## config.mk

```make
export PLATFORM = sky130hd
export DESIGN_NAME = ultrasonic_ranger_relay_control
export DESIGN_NICKNAME = d
export VERILOG_FILES = /design/src/hw/rtl/urrc_pkg.sv /design/src/hw/rtl/urrc_front.sv /design/src/hw/rtl/urrc_back.sv /design/src/hw/rtl/ultrasonic_ranger_relay_control.sv
export SDC_FILE = /design/constraint.sdc
export NUM_CORES = 2
export LEC_CHECK = 0
export BUFFER_PORTS_ARGS = -buffer_cell sky130_fd_sc_hd__buf_4
export CAP_MARGIN = 5
export CORE_ASPECT_RATIO = 0.6
export CORE_UTILIZATION = 70
export CTS_CLUSTER_SIZE = 24
export DETAILED_ROUTE_END_ITERATION = 6
export PLACE_DENSITY = 0.91
export SLEW_MARGIN = 20
export SYNTH_ARGS = -nofsm -noshare
export SYNTH_HDL_FRONTEND = slang
export SYNTH_HIERARCHICAL = 1
export SYNTH_SLANG_ARGS = --single-unit
```

## constraint.sdc

```tcl
create_clock -name i_clk -period 10.25 [get_ports i_clk]
set_input_delay 0 -clock i_clk [delete_from_list [all_inputs] [get_ports i_clk]]
set_output_delay 0 -clock i_clk [all_outputs]
set_load 0.01 [all_outputs]
```

## src/hw/rtl/urrc_pkg.sv

```systemverilog
// urrc_pkg: shared types, constants and register codes of the ultrasonic ranger
// and relay control; used by urrc_front, urrc_back and the top level
package urrc_pkg;

    // defaults for top-level parameters
    localparam int COUNT_BITS_DEF = 20;
    localparam int Q_DEPTH_DEF    = 4;

    // field widths
    localparam int C2D_W    = 16;
    localparam int TRIG_W   = 16;
    localparam int TMO_W    = 20;
    localparam int DIST_W   = 13;
    localparam int GAIN_W   = 16;
    localparam int PCT_W    = 7;
    localparam int REQ_W    = 2;
    localparam int CFG_IDX_W = 3;
    localparam int CFG_DAT_W = 20;
    localparam int CMP_W    = 32;

    // fixed-point shifts
    localparam int D_SHIFT  = 12;
    localparam int P_SHIFT  = 16;

    // distance clamp in 1/16 cm and full-scale percent
    localparam logic [DIST_W-1:0] DIST_MIN_Q4 = 13'd32;
    localparam logic [DIST_W-1:0] DIST_MAX_Q4 = 13'd6400;
    localparam logic [PCT_W-1:0]  PCT_FULL    = 7'd100;

    // register reset values
    localparam logic [C2D_W-1:0]  C2D_RST       = 16'd696;
    localparam logic [TRIG_W-1:0] TRIG_LOW_RST  = 16'd32;
    localparam logic [TRIG_W-1:0] TRIG_HIGH_RST = 16'd160;
    localparam logic [TMO_W-1:0]  TIMEOUT_RST   = 20'd100000;
    localparam logic [DIST_W-1:0] THR_LOW_RST   = 13'd96;
    localparam logic [DIST_W-1:0] THR_HIGH_RST  = 13'd240;
    localparam logic [GAIN_W-1:0] GAIN_RST      = 16'd27307;

    // register indexes
    localparam logic [CFG_IDX_W-1:0] CFG_C2D       = 3'd0;
    localparam logic [CFG_IDX_W-1:0] CFG_TRIG_LOW  = 3'd1;
    localparam logic [CFG_IDX_W-1:0] CFG_TRIG_HIGH = 3'd2;
    localparam logic [CFG_IDX_W-1:0] CFG_TIMEOUT   = 3'd3;
    localparam logic [CFG_IDX_W-1:0] CFG_THR_LOW   = 3'd4;
    localparam logic [CFG_IDX_W-1:0] CFG_THR_HIGH  = 3'd5;
    localparam logic [CFG_IDX_W-1:0] CFG_GAIN      = 3'd6;

    // request codes
    localparam logic [REQ_W-1:0] REQ_TICK  = 2'd0;
    localparam logic [REQ_W-1:0] REQ_START = 2'd1;
    localparam logic [REQ_W-1:0] REQ_FORCE = 2'd2;
    localparam logic [REQ_W-1:0] REQ_CLEAR = 2'd3;

    // measurement phase
    typedef enum logic [2:0] {
        PH_IDLE,
        PH_WAIT_LOW,
        PH_TRIG_LOW,
        PH_TRIG_HIGH,
        PH_WAIT_HIGH,
        PH_MEASURE
    } t_phase;

    // back-end sequencer: one step per beat, three more for a reading
    typedef enum logic [1:0] {
        SQ_STEP,
        SQ_MUL1,
        SQ_MUL2,
        SQ_FIN
    } t_seq;

    // classified input beat
    typedef struct packed {
        logic start;
        logic force_off;
        logic clr_ovr;
        logic echo;
    } t_cmd;

    // configuration registers
    typedef struct packed {
        logic [C2D_W-1:0]  c2d;
        logic [TRIG_W-1:0] trig_low;
        logic [TRIG_W-1:0] trig_high;
        logic [TMO_W-1:0]  timeout;
        logic [DIST_W-1:0] thr_low;
        logic [DIST_W-1:0] thr_high;
        logic [GAIN_W-1:0] gain;
    } t_cfg;

    // result beat
    typedef struct packed {
        logic              trigger_out;
        logic              relay_on;
        logic              override_on;
        logic              busy_res;
        logic              done_res;
        logic              ok;
        logic [DIST_W-1:0] distance_q4;
        logic [PCT_W-1:0]  percent;
    } t_result;

endpackage

```

## src/hw/rtl/urrc_front.sv

```systemverilog
// urrc_front: input queue of the ranger; decodes each request into a command
// and holds it until the back end takes it; depends on urrc_pkg
module urrc_front #(
    parameter int Q_DEPTH = urrc_pkg::Q_DEPTH_DEF
) (
    input  logic                       i_clk,
    input  logic                       i_rst_n,
    input  logic                       push,
    output logic                       full,
    input  logic [urrc_pkg::REQ_W-1:0] i_req_type,
    input  logic                       i_echo_level,
    output urrc_pkg::t_cmd             o_cmd,
    output logic                       o_cmd_vld,
    input  logic                       i_cmd_pop
);
    import urrc_pkg::*;

    localparam int PTR_W = (Q_DEPTH > 1) ? $clog2(Q_DEPTH) : 1;
    localparam int CNT_W = $clog2(Q_DEPTH + 1);

    t_cmd             r_mem [Q_DEPTH];
    logic [PTR_W-1:0] r_wr_ptr, n_wr_ptr;
    logic [PTR_W-1:0] r_rd_ptr, n_rd_ptr;
    logic [CNT_W-1:0] r_cnt, n_cnt;
    t_cmd             cmd_in;
    logic             wr_en;
    logic             rd_en;

    // classify the request
    always_comb begin
        cmd_in           = '0;
        cmd_in.echo      = i_echo_level;
        case (i_req_type)
            REQ_TICK:  cmd_in.start     = 1'b0;
            REQ_START: cmd_in.start     = 1'b1;
            REQ_FORCE: cmd_in.force_off = 1'b1;
            REQ_CLEAR: cmd_in.clr_ovr   = 1'b1;
            default:   cmd_in.start     = 1'b0;
        endcase
    end

    assign full      = (r_cnt == CNT_W'(Q_DEPTH));
    assign wr_en     = push && !full;
    assign o_cmd_vld = (r_cnt != '0);
    assign rd_en     = i_cmd_pop && o_cmd_vld;
    assign o_cmd     = r_mem[r_rd_ptr];

    // pointer and fill count
    always_comb begin
        n_wr_ptr = r_wr_ptr;
        n_rd_ptr = r_rd_ptr;
        n_cnt    = r_cnt;
        if (wr_en) begin
            n_wr_ptr = (r_wr_ptr == PTR_W'(Q_DEPTH - 1)) ? '0 : r_wr_ptr + 1'b1;
        end
        if (rd_en) begin
            n_rd_ptr = (r_rd_ptr == PTR_W'(Q_DEPTH - 1)) ? '0 : r_rd_ptr + 1'b1;
        end
        if (wr_en && !rd_en) begin
            n_cnt = r_cnt + 1'b1;
        end else if (rd_en && !wr_en) begin
            n_cnt = r_cnt - 1'b1;
        end
    end

    always_ff @(posedge i_clk) begin
        if (!i_rst_n) begin
            r_wr_ptr <= '0;
            r_rd_ptr <= '0;
            r_cnt    <= '0;
        end else begin
            r_wr_ptr <= n_wr_ptr;
            r_rd_ptr <= n_rd_ptr;
            r_cnt    <= n_cnt;
        end
    end

    // queue storage
    always_ff @(posedge i_clk) begin
        if (wr_en) begin
            r_mem[r_wr_ptr] <= cmd_in;
        end
    end

    // fill count never exceeds the depth
    a_cnt_range: assert property (@(posedge i_clk) disable iff (!i_rst_n)
        r_cnt <= CNT_W'(Q_DEPTH))
        else $error("queue count beyond depth");

    // fill count rises by one on a write without a read
    a_cnt_track: assert property (@(posedge i_clk) disable iff (!i_rst_n)
        (wr_en && !rd_en) |=> (r_cnt == $past(r_cnt) + 1'b1))
        else $error("queue count missed a write");

    // both pointers meet when the queue is empty
    a_ptr_empty: assert property (@(posedge i_clk) disable iff (!i_rst_n)
        (r_cnt == '0) |-> (r_wr_ptr == r_rd_ptr))
        else $error("pointers differ on empty queue");

endmodule

```

## src/hw/rtl/urrc_back.sv

```systemverilog
// urrc_back: measurement sequencer, distance and percent arithmetic, relay
// hysteresis and result register; depends on urrc_pkg
module urrc_back #(
    parameter int COUNT_BITS = urrc_pkg::COUNT_BITS_DEF
) (
    input  logic              i_clk,
    input  logic              i_rst_n,
    input  urrc_pkg::t_cfg    i_cfg,
    input  urrc_pkg::t_cmd    i_cmd,
    input  logic              i_cmd_vld,
    output logic              o_cmd_pop,
    output urrc_pkg::t_result o_res,
    output logic              o_res_vld,
    input  logic              i_res_pop
);
    import urrc_pkg::*;

    localparam int P1_W = COUNT_BITS + C2D_W;
    localparam int HI_W = P1_W - D_SHIFT;
    localparam int P2_W = DIST_W + GAIN_W;

    t_seq                  r_seq, n_seq;
    t_phase                r_phase;
    logic [COUNT_BITS-1:0] r_cnt;
    logic                  r_relay;
    logic                  r_ovr;
    logic [DIST_W-1:0]     r_dist;
    logic [PCT_W-1:0]      r_pct;
    logic [COUNT_BITS-1:0] r_width;
    logic [P1_W-1:0]       r_prod1;
    logic [DIST_W-1:0]     r_dclamp;
    logic [P2_W-1:0]       r_prod2;
    t_result               r_res;
    logic                  r_res_vld;

    t_phase                s_phase;
    logic [COUNT_BITS-1:0] s_cnt;
    logic [COUNT_BITS-1:0] s_inc;
    logic [COUNT_BITS-1:0] s_base;
    logic                  s_relay;
    logic                  s_ovr;
    logic                  s_done;
    logic                  s_fin;

    logic [HI_W-1:0]       f_hi;
    logic [DIST_W-1:0]     f_dist;
    logic [DIST_W-1:0]     f_p;
    logic [PCT_W-1:0]      f_pct;
    logic                  f_ovr;
    logic                  f_relay;

    logic                  slot_free;
    logic                  take;
    logic                  fin_go;
    logic                  load_res;
    t_result               res_nxt;

    function automatic logic [COUNT_BITS-1:0] sat_inc(input logic [COUNT_BITS-1:0] c);
        sat_inc = (c == '1) ? c : c + 1'b1;
    endfunction

    assign slot_free = !r_res_vld || i_res_pop;
    assign take      = (r_seq == SQ_STEP) && i_cmd_vld && slot_free;
    assign fin_go    = (r_seq == SQ_FIN) && slot_free;
    assign o_cmd_pop = take;

    // one tick of the measurement: request first, then the echo sample
    always_comb begin
        s_phase = r_phase;
        s_cnt   = r_cnt;
        s_relay = r_relay;
        s_ovr   = r_ovr;
        s_done  = 1'b0;
        s_fin   = 1'b0;
        s_base  = r_cnt;
        s_inc   = '0;
        if (i_cmd.start) begin
            if (r_phase == PH_IDLE) begin
                s_phase = PH_WAIT_LOW;
            end
        end else if (i_cmd.force_off) begin
            s_ovr   = 1'b1;
            s_relay = 1'b0;
        end else if (i_cmd.clr_ovr) begin
            s_ovr   = 1'b0;
        end
        case (s_phase)
            PH_IDLE: begin
                s_phase = PH_IDLE;
            end
            PH_WAIT_LOW: begin
                if (!i_cmd.echo) begin
                    s_phase = PH_TRIG_LOW;
                    s_cnt   = '0;
                end
            end
            PH_TRIG_LOW: begin
                s_inc = sat_inc(r_cnt);
                if (CMP_W'(s_inc) >= CMP_W'(i_cfg.trig_low)) begin
                    s_phase = PH_TRIG_HIGH;
                    s_cnt   = '0;
                end else begin
                    s_cnt   = s_inc;
                end
            end
            PH_TRIG_HIGH: begin
                s_inc = sat_inc(r_cnt);
                if (CMP_W'(s_inc) >= CMP_W'(i_cfg.trig_high)) begin
                    s_phase = PH_WAIT_HIGH;
                    s_cnt   = '0;
                end else begin
                    s_cnt   = s_inc;
                end
            end
            PH_WAIT_HIGH: begin
                s_base = i_cmd.echo ? '0 : r_cnt;
                if (CMP_W'(s_base) >= CMP_W'(i_cfg.timeout)) begin
                    s_phase = PH_IDLE;
                    s_cnt   = '0;
                    s_done  = 1'b1;
                end else begin
                    s_cnt = sat_inc(s_base);
                    if (i_cmd.echo) begin
                        s_phase = PH_MEASURE;
                    end
                end
            end
            PH_MEASURE: begin
                if (i_cmd.echo) begin
                    if (CMP_W'(r_cnt) >= CMP_W'(i_cfg.timeout)) begin
                        s_phase = PH_IDLE;
                        s_cnt   = '0;
                        s_done  = 1'b1;
                    end else begin
                        s_cnt = sat_inc(r_cnt);
                    end
                end else begin
                    s_done  = 1'b1;
                    s_fin   = (r_cnt != '0);
                    s_phase = PH_IDLE;
                    s_cnt   = '0;
                end
            end
            default: begin
                s_phase = PH_IDLE;
            end
        endcase
    end

    // sequencer next state
    always_comb begin
        n_seq = r_seq;
        case (r_seq)
            SQ_STEP: begin
                if (take && s_fin) begin
                    n_seq = SQ_MUL1;
                end
            end
            SQ_MUL1: n_seq = SQ_MUL2;
            SQ_MUL2: n_seq = SQ_FIN;
            SQ_FIN: begin
                if (slot_free) begin
                    n_seq = SQ_STEP;
                end
            end
            default: n_seq = SQ_STEP;
        endcase
    end

    // distance clamp, percent and relay hysteresis of a finished reading
    always_comb begin
        f_hi = r_prod1[P1_W-1:D_SHIFT];
        if (64'(f_hi) > 64'(DIST_MAX_Q4)) begin
            f_dist = DIST_MAX_Q4;
        end else if (64'(f_hi) < 64'(DIST_MIN_Q4)) begin
            f_dist = DIST_MIN_Q4;
        end else begin
            f_dist = DIST_W'(f_hi);
        end
        f_p   = r_prod2[P2_W-1:P_SHIFT];
        f_pct = (f_p > DIST_W'(PCT_FULL)) ? '0 : PCT_FULL - PCT_W'(f_p);
        f_ovr = r_ovr && !(r_dclamp < i_cfg.thr_low);
        f_relay = r_relay;
        if (!f_ovr) begin
            if ((r_dclamp > i_cfg.thr_high) && !r_relay) begin
                f_relay = 1'b1;
            end else if ((r_dclamp < i_cfg.thr_low) && r_relay) begin
                f_relay = 1'b0;
            end
        end
    end

    // result beat
    always_comb begin
        res_nxt = '0;
        if (r_seq == SQ_FIN) begin
            res_nxt.relay_on    = f_relay;
            res_nxt.override_on = f_ovr;
            res_nxt.done_res    = 1'b1;
            res_nxt.ok          = 1'b1;
            res_nxt.distance_q4 = r_dclamp;
            res_nxt.percent     = f_pct;
        end else begin
            res_nxt.trigger_out = (s_phase == PH_TRIG_HIGH);
            res_nxt.relay_on    = s_relay;
            res_nxt.override_on = s_ovr;
            res_nxt.busy_res    = (s_phase != PH_IDLE);
            res_nxt.done_res    = s_done;
            res_nxt.distance_q4 = r_dist;
            res_nxt.percent     = r_pct;
        end
        load_res = (take && !s_fin) || fin_go;
    end

    assign o_res     = r_res;
    assign o_res_vld = r_res_vld;

    // control state
    always_ff @(posedge i_clk) begin
        if (!i_rst_n) begin
            r_seq     <= SQ_STEP;
            r_phase   <= PH_IDLE;
            r_cnt     <= '0;
            r_relay   <= 1'b0;
            r_ovr     <= 1'b0;
            r_dist    <= '0;
            r_pct     <= '0;
            r_res_vld <= 1'b0;
        end else begin
            r_seq <= n_seq;
            if (take) begin
                r_phase <= s_phase;
                r_cnt   <= s_cnt;
                r_relay <= s_relay;
                r_ovr   <= s_ovr;
            end
            if (fin_go) begin
                r_relay <= f_relay;
                r_ovr   <= f_ovr;
                r_dist  <= r_dclamp;
                r_pct   <= f_pct;
            end
            if (load_res) begin
                r_res_vld <= 1'b1;
            end else if (i_res_pop) begin
                r_res_vld <= 1'b0;
            end
        end
    end

    // reading datapath and result payload
    always_ff @(posedge i_clk) begin
        if (take && s_fin) begin
            r_width <= r_cnt;
        end
        if (r_seq == SQ_MUL1) begin
            r_prod1 <= P1_W'(r_width) * P1_W'(i_cfg.c2d);
        end
        if (r_seq == SQ_MUL2) begin
            r_dclamp <= f_dist;
            r_prod2  <= P2_W'(f_dist) * P2_W'(i_cfg.gain);
        end
        if (load_res) begin
            r_res <= res_nxt;
        end
    end

    // no command taken while a reading is being finished
    a_no_pop_busy: assert property (@(posedge i_clk) disable iff (!i_rst_n)
        (r_seq != SQ_STEP) |-> !o_cmd_pop)
        else $error("command taken during reading");

    // override always holds the relay off
    a_ovr_relay: assert property (@(posedge i_clk) disable iff (!i_rst_n)
        !(r_ovr && r_relay))
        else $error("relay on under override");

    // stored distance is zero or inside the clamp range
    a_dist_range: assert property (@(posedge i_clk) disable iff (!i_rst_n)
        (r_dist == '0) || ((r_dist >= DIST_MIN_Q4) && (r_dist <= DIST_MAX_Q4)))
        else $error("distance outside clamp range");

    // a reading steps through SQ_MUL1, SQ_MUL2 and SQ_FIN in turn once it starts
    a_read_seq: assert property (@(posedge i_clk) disable iff (!i_rst_n)
        (take && s_fin) |=> (r_seq == SQ_MUL1) ##1 (r_seq == SQ_MUL2) ##1 (r_seq == SQ_FIN))
        else $error("reading sequence broken");

endmodule

```

## src/hw/rtl/ultrasonic_ranger_relay_control.sv

```systemverilog
// ultrasonic_ranger_relay_control: top level of the ranger with relay control;
// holds the configuration registers, instantiates urrc_front and urrc_back
//
// channel   direction  handshake                  payload
// input     in         push / full                i_req_type, i_echo_level
// result    out        empty / pop                o_trigger_out .. o_percent
// config    in         i_cfg_valid / o_cfg_ready  i_cfg_index, i_cfg_data
//
// one result beat per input beat; a tick is handled in the step state of the back end,
// a tick that ends a valid reading goes on through two registered multiplies
// and the relay update, so up to Q_DEPTH beats queue in front meanwhile.
// synchronous active-low reset clears the queue, phase, relay and override.
// a full result register stalls the back end; the input queue keeps taking
// beats until it fills. config is always ready.
module ultrasonic_ranger_relay_control #(
    parameter int COUNT_BITS = urrc_pkg::COUNT_BITS_DEF,
    parameter int Q_DEPTH    = urrc_pkg::Q_DEPTH_DEF
) (
    input  logic                           i_clk,
    input  logic                           i_rst_n,
    input  logic                           push,
    output logic                           full,
    input  logic [urrc_pkg::REQ_W-1:0]     i_req_type,
    input  logic                           i_echo_level,
    output logic                           empty,
    input  logic                           pop,
    output logic                           o_trigger_out,
    output logic                           o_relay_on,
    output logic                           o_override_on,
    output logic                           o_busy_res,
    output logic                           o_done_res,
    output logic                           o_ok,
    output logic [urrc_pkg::DIST_W-1:0]    o_distance_q4,
    output logic [urrc_pkg::PCT_W-1:0]     o_percent,
    input  logic                           i_cfg_valid,
    output logic                           o_cfg_ready,
    input  logic [urrc_pkg::CFG_IDX_W-1:0] i_cfg_index,
    input  logic [urrc_pkg::CFG_DAT_W-1:0] i_cfg_data
);
    import urrc_pkg::*;

    t_cfg    r_cfg;
    t_cmd    cmd;
    logic    cmd_vld;
    logic    cmd_pop;
    t_result res;
    logic    res_vld;
    logic    cfg_wr;

    assign o_cfg_ready = 1'b1;
    assign cfg_wr      = i_cfg_valid && o_cfg_ready;

    // configuration registers
    always_ff @(posedge i_clk) begin
        if (!i_rst_n) begin
            r_cfg.c2d       <= C2D_RST;
            r_cfg.trig_low  <= TRIG_LOW_RST;
            r_cfg.trig_high <= TRIG_HIGH_RST;
            r_cfg.timeout   <= TIMEOUT_RST;
            r_cfg.thr_low   <= THR_LOW_RST;
            r_cfg.thr_high  <= THR_HIGH_RST;
            r_cfg.gain      <= GAIN_RST;
        end else if (cfg_wr) begin
            case (i_cfg_index)
                CFG_C2D:       r_cfg.c2d       <= i_cfg_data[C2D_W-1:0];
                CFG_TRIG_LOW:  r_cfg.trig_low  <= i_cfg_data[TRIG_W-1:0];
                CFG_TRIG_HIGH: r_cfg.trig_high <= i_cfg_data[TRIG_W-1:0];
                CFG_TIMEOUT:   r_cfg.timeout   <= i_cfg_data[TMO_W-1:0];
                CFG_THR_LOW:   r_cfg.thr_low   <= i_cfg_data[DIST_W-1:0];
                CFG_THR_HIGH:  r_cfg.thr_high  <= i_cfg_data[DIST_W-1:0];
                CFG_GAIN:      r_cfg.gain      <= i_cfg_data[GAIN_W-1:0];
                default:       r_cfg.gain      <= r_cfg.gain;
            endcase
        end
    end

    // input queue and request decode
    urrc_front #(
        .Q_DEPTH (Q_DEPTH)
    ) u_front (
        .i_clk        (i_clk),
        .i_rst_n      (i_rst_n),
        .push         (push),
        .full         (full),
        .i_req_type   (i_req_type),
        .i_echo_level (i_echo_level),
        .o_cmd        (cmd),
        .o_cmd_vld    (cmd_vld),
        .i_cmd_pop    (cmd_pop)
    );

    // measurement engine
    urrc_back #(
        .COUNT_BITS (COUNT_BITS)
    ) u_back (
        .i_clk     (i_clk),
        .i_rst_n   (i_rst_n),
        .i_cfg     (r_cfg),
        .i_cmd     (cmd),
        .i_cmd_vld (cmd_vld),
        .o_cmd_pop (cmd_pop),
        .o_res     (res),
        .o_res_vld (res_vld),
        .i_res_pop (pop)
    );

    // result ports
    assign empty         = !res_vld;
    assign o_trigger_out = res.trigger_out;
    assign o_relay_on    = res.relay_on;
    assign o_override_on = res.override_on;
    assign o_busy_res    = res.busy_res;
    assign o_done_res    = res.done_res;
    assign o_ok          = res.ok;
    assign o_distance_q4 = res.distance_q4;
    assign o_percent     = res.percent;

endmodule

```

**After elaboration in Yosys (flattened, before gate mapping)**

Memories as Yosys holds them, arrays and structs flattened. A register that Yosys moved wholly into a read port is not among the register bits.
Index checks and enable logic that the tools add are counted.

- Flip-flop bits (word level): 289
- Latch bits: 0
- Bits in writable memories: 16
- Memory bits (read-only): 0
- Output and inout port bits: 29
- Word-level logic and storage cells: 175
- Memories kept: 1

- Add/sub/neg operators: 7
- $mul: 2
- Divide/modulo/power cells: 0
- Order comparisons: 9
- Eq/ne operators: 26
- Shifts and indexed selects: 0
- Mux-type cells: 60
- Bitwise operators: 0
- Reductions and logical operators: 40

Memory list:

| name | words | bits a word | read ports | clocked after memory_dff | write ports | RTL line | RTL |
|---|---|---|---|---|---|---|---|
| u_front.r_mem | 4 | 4 | 1 | 1 | 1 | urrc_front.sv:21 | `t_cmd r_mem [Q_DEPTH];` |

Operators by type and width:

| operator | number |
|---|---|
| $mux 20 | 10 |
| $pmux 20 s5 | 1 |
| $add 20x1->20 const B | 2 |
| $eq 20x20->1 const B | 2 |
| $ge 20x16->1 | 2 |
| $ge 20x20->1 | 2 |
| $mul 20x16->36 | 1 |
| $mux 3 | 11 |
| $mul 13x16->29 | 1 |
| $mux 13 | 2 |
| $mux 1 | 25 |
| $gt 24x13->1 const B | 1 |
| $lt 24x6->1 const B | 1 |
| $reduce_bool 20->1 | 1 |
| $eq 3x3->1 const B | 6 |
| $reduce_and 2->1 | 8 |
| $eq 3x2->1 const B | 5 |
| $pmux 3 s5 | 1 |
| $mux 2 | 7 |
| $gt 13x13->1 | 1 |
| $gt 13x7->1 const B | 1 |
| $lt 13x13->1 | 1 |
| $eq 2x2->1 const B | 6 |
| $logic_and 1x1->1 | 12 |
| 19 further kinds | 34 |

**Depth between registers and ports, before layout**

- Depth after elaboration: 9
- Depth in mapped cells: 27
- Gate-level depth less buffers: 26

**Hierarchy**

Netlist, hierarchy kept.

Modules (own cells, without submodules):

| module | times used | cells each | area an instance (sq um) |
|---|---|---|---|
| urrc_back | 1 | 2763 | 24976.5 |
| ultrasonic_ranger_relay_control | 1 | 406 | 4205.3 |
| urrc_front | 1 | 74 | 1072.3 |

**Least setup slack after synthesis**

No wires, ideal clock.

- Path kind: reg2reg
- Start point: reg u_back.r_prod1[21]
- End point: reg u_back.r_prod2[25], data pin
- Data arrival time: 6.436 ns
- Data required time: 9.995 ns
- Path slack: 3.560 ns
- Cell stages (with the launch flop): 26
- Period minus slack after synthesis: 6.690 ns
- Cells stage by stage: edfxtp_1 > o311ai_0 > a31oi_1 > nor3_1 > and2_0 > clkbuf_1 > nand2_1 > fa_1 > fa_1 > fa_1 > inv_1 > fa_1 > inv_1 > fa_1 > inv_1 > ha_1 > a21oi_1 > nor2_1 > a211o_1 > a22oi_1 > and3_1 > nor3_1 > a21oi_1 > nor2b_1 > or3_1 > and2_1

- Longest elaborated chain between the ends: 4
- Elaborated cells on any way between the ends: 5

RTL lines:

| what | RTL line | RTL |
|---|---|---|
| start: declaration | urrc_back.sv:30 | `logic [P1_W-1:0] r_prod1;` |
| start signal: assignment | urrc_back.sv:257 | `r_prod1 <= P1_W'(r_width) * P1_W'(i_cfg.c2d);` |
| $lt 24x6->1 | urrc_back.sv:175 | `end else if (64'(f_hi) < 64'(DIST_MIN_Q4)) begin` |
| $mux 13 | urrc_back.sv:175 |  |
| $mux 13 * | urrc_back.sv:173 | `if (64'(f_hi) > 64'(DIST_MAX_Q4)) begin` |
| named net u_back.f_dist[4] | urrc_back.sv:46 | `logic [DIST_W-1:0] f_dist;` |
| $mul 13x16->29 * | urrc_back.sv:261 | `r_prod2 <= P2_W'(f_dist) * P2_W'(i_cfg.gain);` |
| end signal: assignment | urrc_back.sv:261 |  |
| end: declaration | urrc_back.sv:32 | `logic [P2_W-1:0] r_prod2;` |

Mark *: on every way through the listed nets, which the timed path passes. The rest lies on a longest branch.
A chain may end at the register's enable or synchronous reset.

**Worst setup path in the final report**

- Start point: reg u_back.r_prod1[27]
- End point: reg u_back.r_prod2[27], data pin

- Longest elaborated chain between the ends: 4
- Elaborated cells on any way between the ends: 5

RTL lines:

| what | RTL line |
|---|---|
| $lt 24x6->1 | urrc_back.sv:175 |
| $mux 13 | urrc_back.sv:175 |
| $mux 13 * | urrc_back.sv:173 |
| $mul 13x16->29 * | urrc_back.sv:261 |

Every way passes the cells marked *; elsewhere a longest branch is shown, timed or not.

==> impl_results.md <==
- Status: finished, violations left
- Failing checks: design-rule violations
- Reg2Reg Depth: 25
- Ys Warns: 6
- Overflow after GRT: 0
- Crit-path slowest cell: and2_0
- Max Transition Viols Final: 0
- Via count: 23.8k
- Req. time, crit path: around 11 ns
- Synth area leader: fa_1
- Initial antenna violation count: 3
- Syn_area_per_cell: 9.33 µm²
- R2r startpoint: u_back/r_prod1[27]$_DFFE_PN_
- Period utilization: between 70 and 80%
- Port bufs: 58
- Clock share of power: 32.1%
- Total power: 3.27 mW
- Fin. Hold Viols: 0
- Fin worst setup slack: 2.13 ns
- Synthesized net count: between 3k and 4k
- Nets: 3,934
- Clk sinks: 279
- Worst IR drop on VDD: 0.207 mV
- Drt first pass iters: 7
- Slowest stage delay, CP: 0.71 ns
- Sw power: 1.08 mW
- Fmax: 123 MHz
- CORE AREA: 42,200 µm²
- Arr. time, crit path: 8.44 ns
- DRT antenna net count: 0
- Synth Instances: between 3k and 4k
- Top post-synthesis cells by count: inv_1, nand2_1, fa_1
- Die height: 163 µm
- Kind of critical path: register to register
- Fin util: between 70 and 80%
- Half-perimeter wire length after detailed placement: 61.3 mm
- CTS buffer count: 27
- Hold path start: i_rst_n
- Wire per inst: 21.9 µm
- H-tree levels: 1
- TritonCTS clock tree: yes
- Hold-fix buffers, CTS: 23
- Reg-to-reg setup timing slack: approximately 2.1 ns
- Switching Fraction: 33.1%
- Share of the synthesized area in the top cell type: a little over a quarter
- Hold EP: r_cfg[60]$_SDFFE_PN0P_
- Postcts setup bufs: 0
- Reg power frac: roughly 45%
- Worst slew margin: 27.5%
- CTS Buffer Depth: 3
- Worst Hold Class: input pin to register
- Unrepaired setup endpoints after global routing: false
- Vias in the first global route: 24.9k
- CP most frequent cell: fa_1
- Clk_skew: 0.0178 ns
- Top FF cell, synth: dfxtp_1
- WHS Path Cells: 3
- Pleak: between 15 and 20 nW
- Final RePlAce weighted congestion: around 0.95
- Pwr dens: 102 nW/µm²
- First-pass GRT wire length: 133 mm
- CTS resizes: 0
- Minimum clock period: 8.12 ns
- Async SR Flop Fraction: 0%
- Seq/Total Area, Yosys: 22.2%
- Layout cells sized above 1: 5.19%
- Die Wd: 270 µm
- Row Count: a little under 60
- First-iteration detailed-routing DRC count: 3,059
- Largest net degree at the start of global routing: 89
- DRC violations left: 6
- Worst-Margin Slew: 1.09 ns
- Top-count cell post-synth: inv_1
- Num ports: 60
- Worst R2R End: u_back/r_prod2[27]$_DFFE_PP_
- Placement Setup Slack: 2.36 ns
- Critical-path maximum fanout: 36
- Root Buffer: clkbuf_16
- CP Capture Type: register
- Routed vias/inst: roughly 6.3
- Post-synth EDFFs: roughly 110
- Clock Latency Late Sink: 0.58 ns
- Yosys reg bits: 279
- Gr usage total: 38.5%
- Antenna diode count: 0
- Area contributors post-synth: fa_1, ha_1, edfxtp_1, dfxtp_1, inv_1
- Synthesized cell area: 30,300 µm²
- Max_cap viols: 0
- CTS clk-pin slew, worst paths: about 0.070 ns
- Combinational share of power: around a quarter
- Setup-failing EPs final: 0
- Synth cell types: 88
- TNS Setup: 0 ns
- Total wire length: 83.2 mm
- DIE AREA: 44,100 µm²
- Internal power: 2.19 mW
- Area Growth Syn to Fin: 6.00%
- Starting density of the core: 71.6%
- Element type at the critical path start: register
==> kinds of logic after synthesis <==
family / synth area share, %
DFF: 22.2
other: 0.0124
buffers and inverters: 9.24
muxes: 4.81
xor gates and xnor gates: 1.82
adders and majority gates: 38.5
and+or+nand+nor: 17.4
AOI/OAI and AO/OA: 6.02
==> sequential cells by signal (all words and copies together) (netlist names), 16 cells and up, named ones only <==
register        flops
u_back/o_res       26
r_cfg             110
u_back/r_prod1     24
u_back/r_cnt       20
u_back/r_width     20
u_front/r_mem      16
==> cell type report <==
class                           instances  area [µm²]
Multi-Input combinational cell       2237       20800
Fill cell                            2705       10200
Inverter                              567        2130
Sequential cell                       279        6710
Tap cell                              570         713
Clock inverter                         15         135
Clock buffer                           35         778
Timing Repair Buffer                  101         816
==> power groups by stage <==
stage / clock [mW] / combinational (mW) / sequential [mW]
6_report: 1.05 / 0.767 / 1.45
5_1_grt: 1.09 / 0.822 / 1.47
4_1_cts: 1.05 / 0.744 / 1.45
3_5_place_dp: 0 / 0.726 / 1.47
3_3_place_gp: 0 / 0.692 / 1.46
2_1_floorplan: 0 / 0.466 / 1.44
==> cells in the final DEF (no fill, tap or decap), types with 4 or more instances in the layout <==
cell type        n
nor2b_1         76
nor2_1          74
ha_1           287
mux4_2           4
and3_1          62
clkinv_2         6
nand4_1         17
nand4b_1         4
a211o_1          4
edfxtp_1       112
mux2_2          18
nand3_1         34
o211ai_1         6
nand2b_1        14
clkbuf_16       29
a22oi_1          9
and4_1          11
a31oi_1         13
a21o_1          40
a221oi_1         5
dlygate4sd3_1   23
or3_1            4
o21ai_0         48
xnor2_1         47
a211oi_1         9
buf_4           78
dfxtp_1        167
o21a_1          17
a21oi_1         69
xor2_1          16
fa_1           403
nor4_1          11
nor3_1          30
inv_1          566
nand2_1        521
mux2i_1        116
and2_1         184
==> critical path: cells and delay by family (launching register included) <==
kind | cells | cell delay [ns]
adder cells (fa/ha/maj) | 6 | 2.82
buffers and inverters | 4 | 0.45
XOR/XNOR | 1 | 0.13
flip-flops | 1 | 0.40
AND/OR/NAND/NOR | 12 | 3.71
AO/OA/AOI/OAI | 2 | 0.33
==> per-layer routing <==
metal	part of all wire, %	global-route usage, %	up-vias
met4	4.4	14.7	2
met3	13	11.0	334
met5	0.016	0	-
met2	44	58.8	1647
li1	-	-	10200
met1	39	52.4	11600
==> how the worst max path moves through the flow <==
stage                                      start                            to  slack (ns)  cells after the start
floorplan           u_back/r_prod1[21]$_DFFE_PN_  u_back/r_prod2[25]$_DFFE_PP_        3.56                     25
global placement    u_back/r_prod1[27]$_DFFE_PN_  u_back/r_prod2[27]$_DFFE_PP_        2.82                     25
detailed placement  u_back/r_prod1[27]$_DFFE_PN_  u_back/r_prod2[27]$_DFFE_PP_        2.36                     25
CTS                 u_back/r_prod1[27]$_DFFE_PN_  u_back/r_prod2[27]$_DFFE_PP_        2.33                     25
global route        u_back/r_prod1[27]$_DFFE_PN_  u_back/r_prod2[27]$_DFFE_PP_        1.75                     25
finish              u_back/r_prod1[27]$_DFFE_PN_  u_back/r_prod2[27]$_DFFE_PP_        2.13                     25
==> per-stage QoR <==
step	area (µm²)	instances	hold slack, ns
detailed placement	30900	3731	0.205
global placement	30900	3731	0.200
global route	32100	3804	0.0452
finish	32100	3804	0.0205
floorplan	30300	3243	0.0989
CTS	32100	3804	0.0149
No activity file was read; power rests on OpenSTA's default activity.
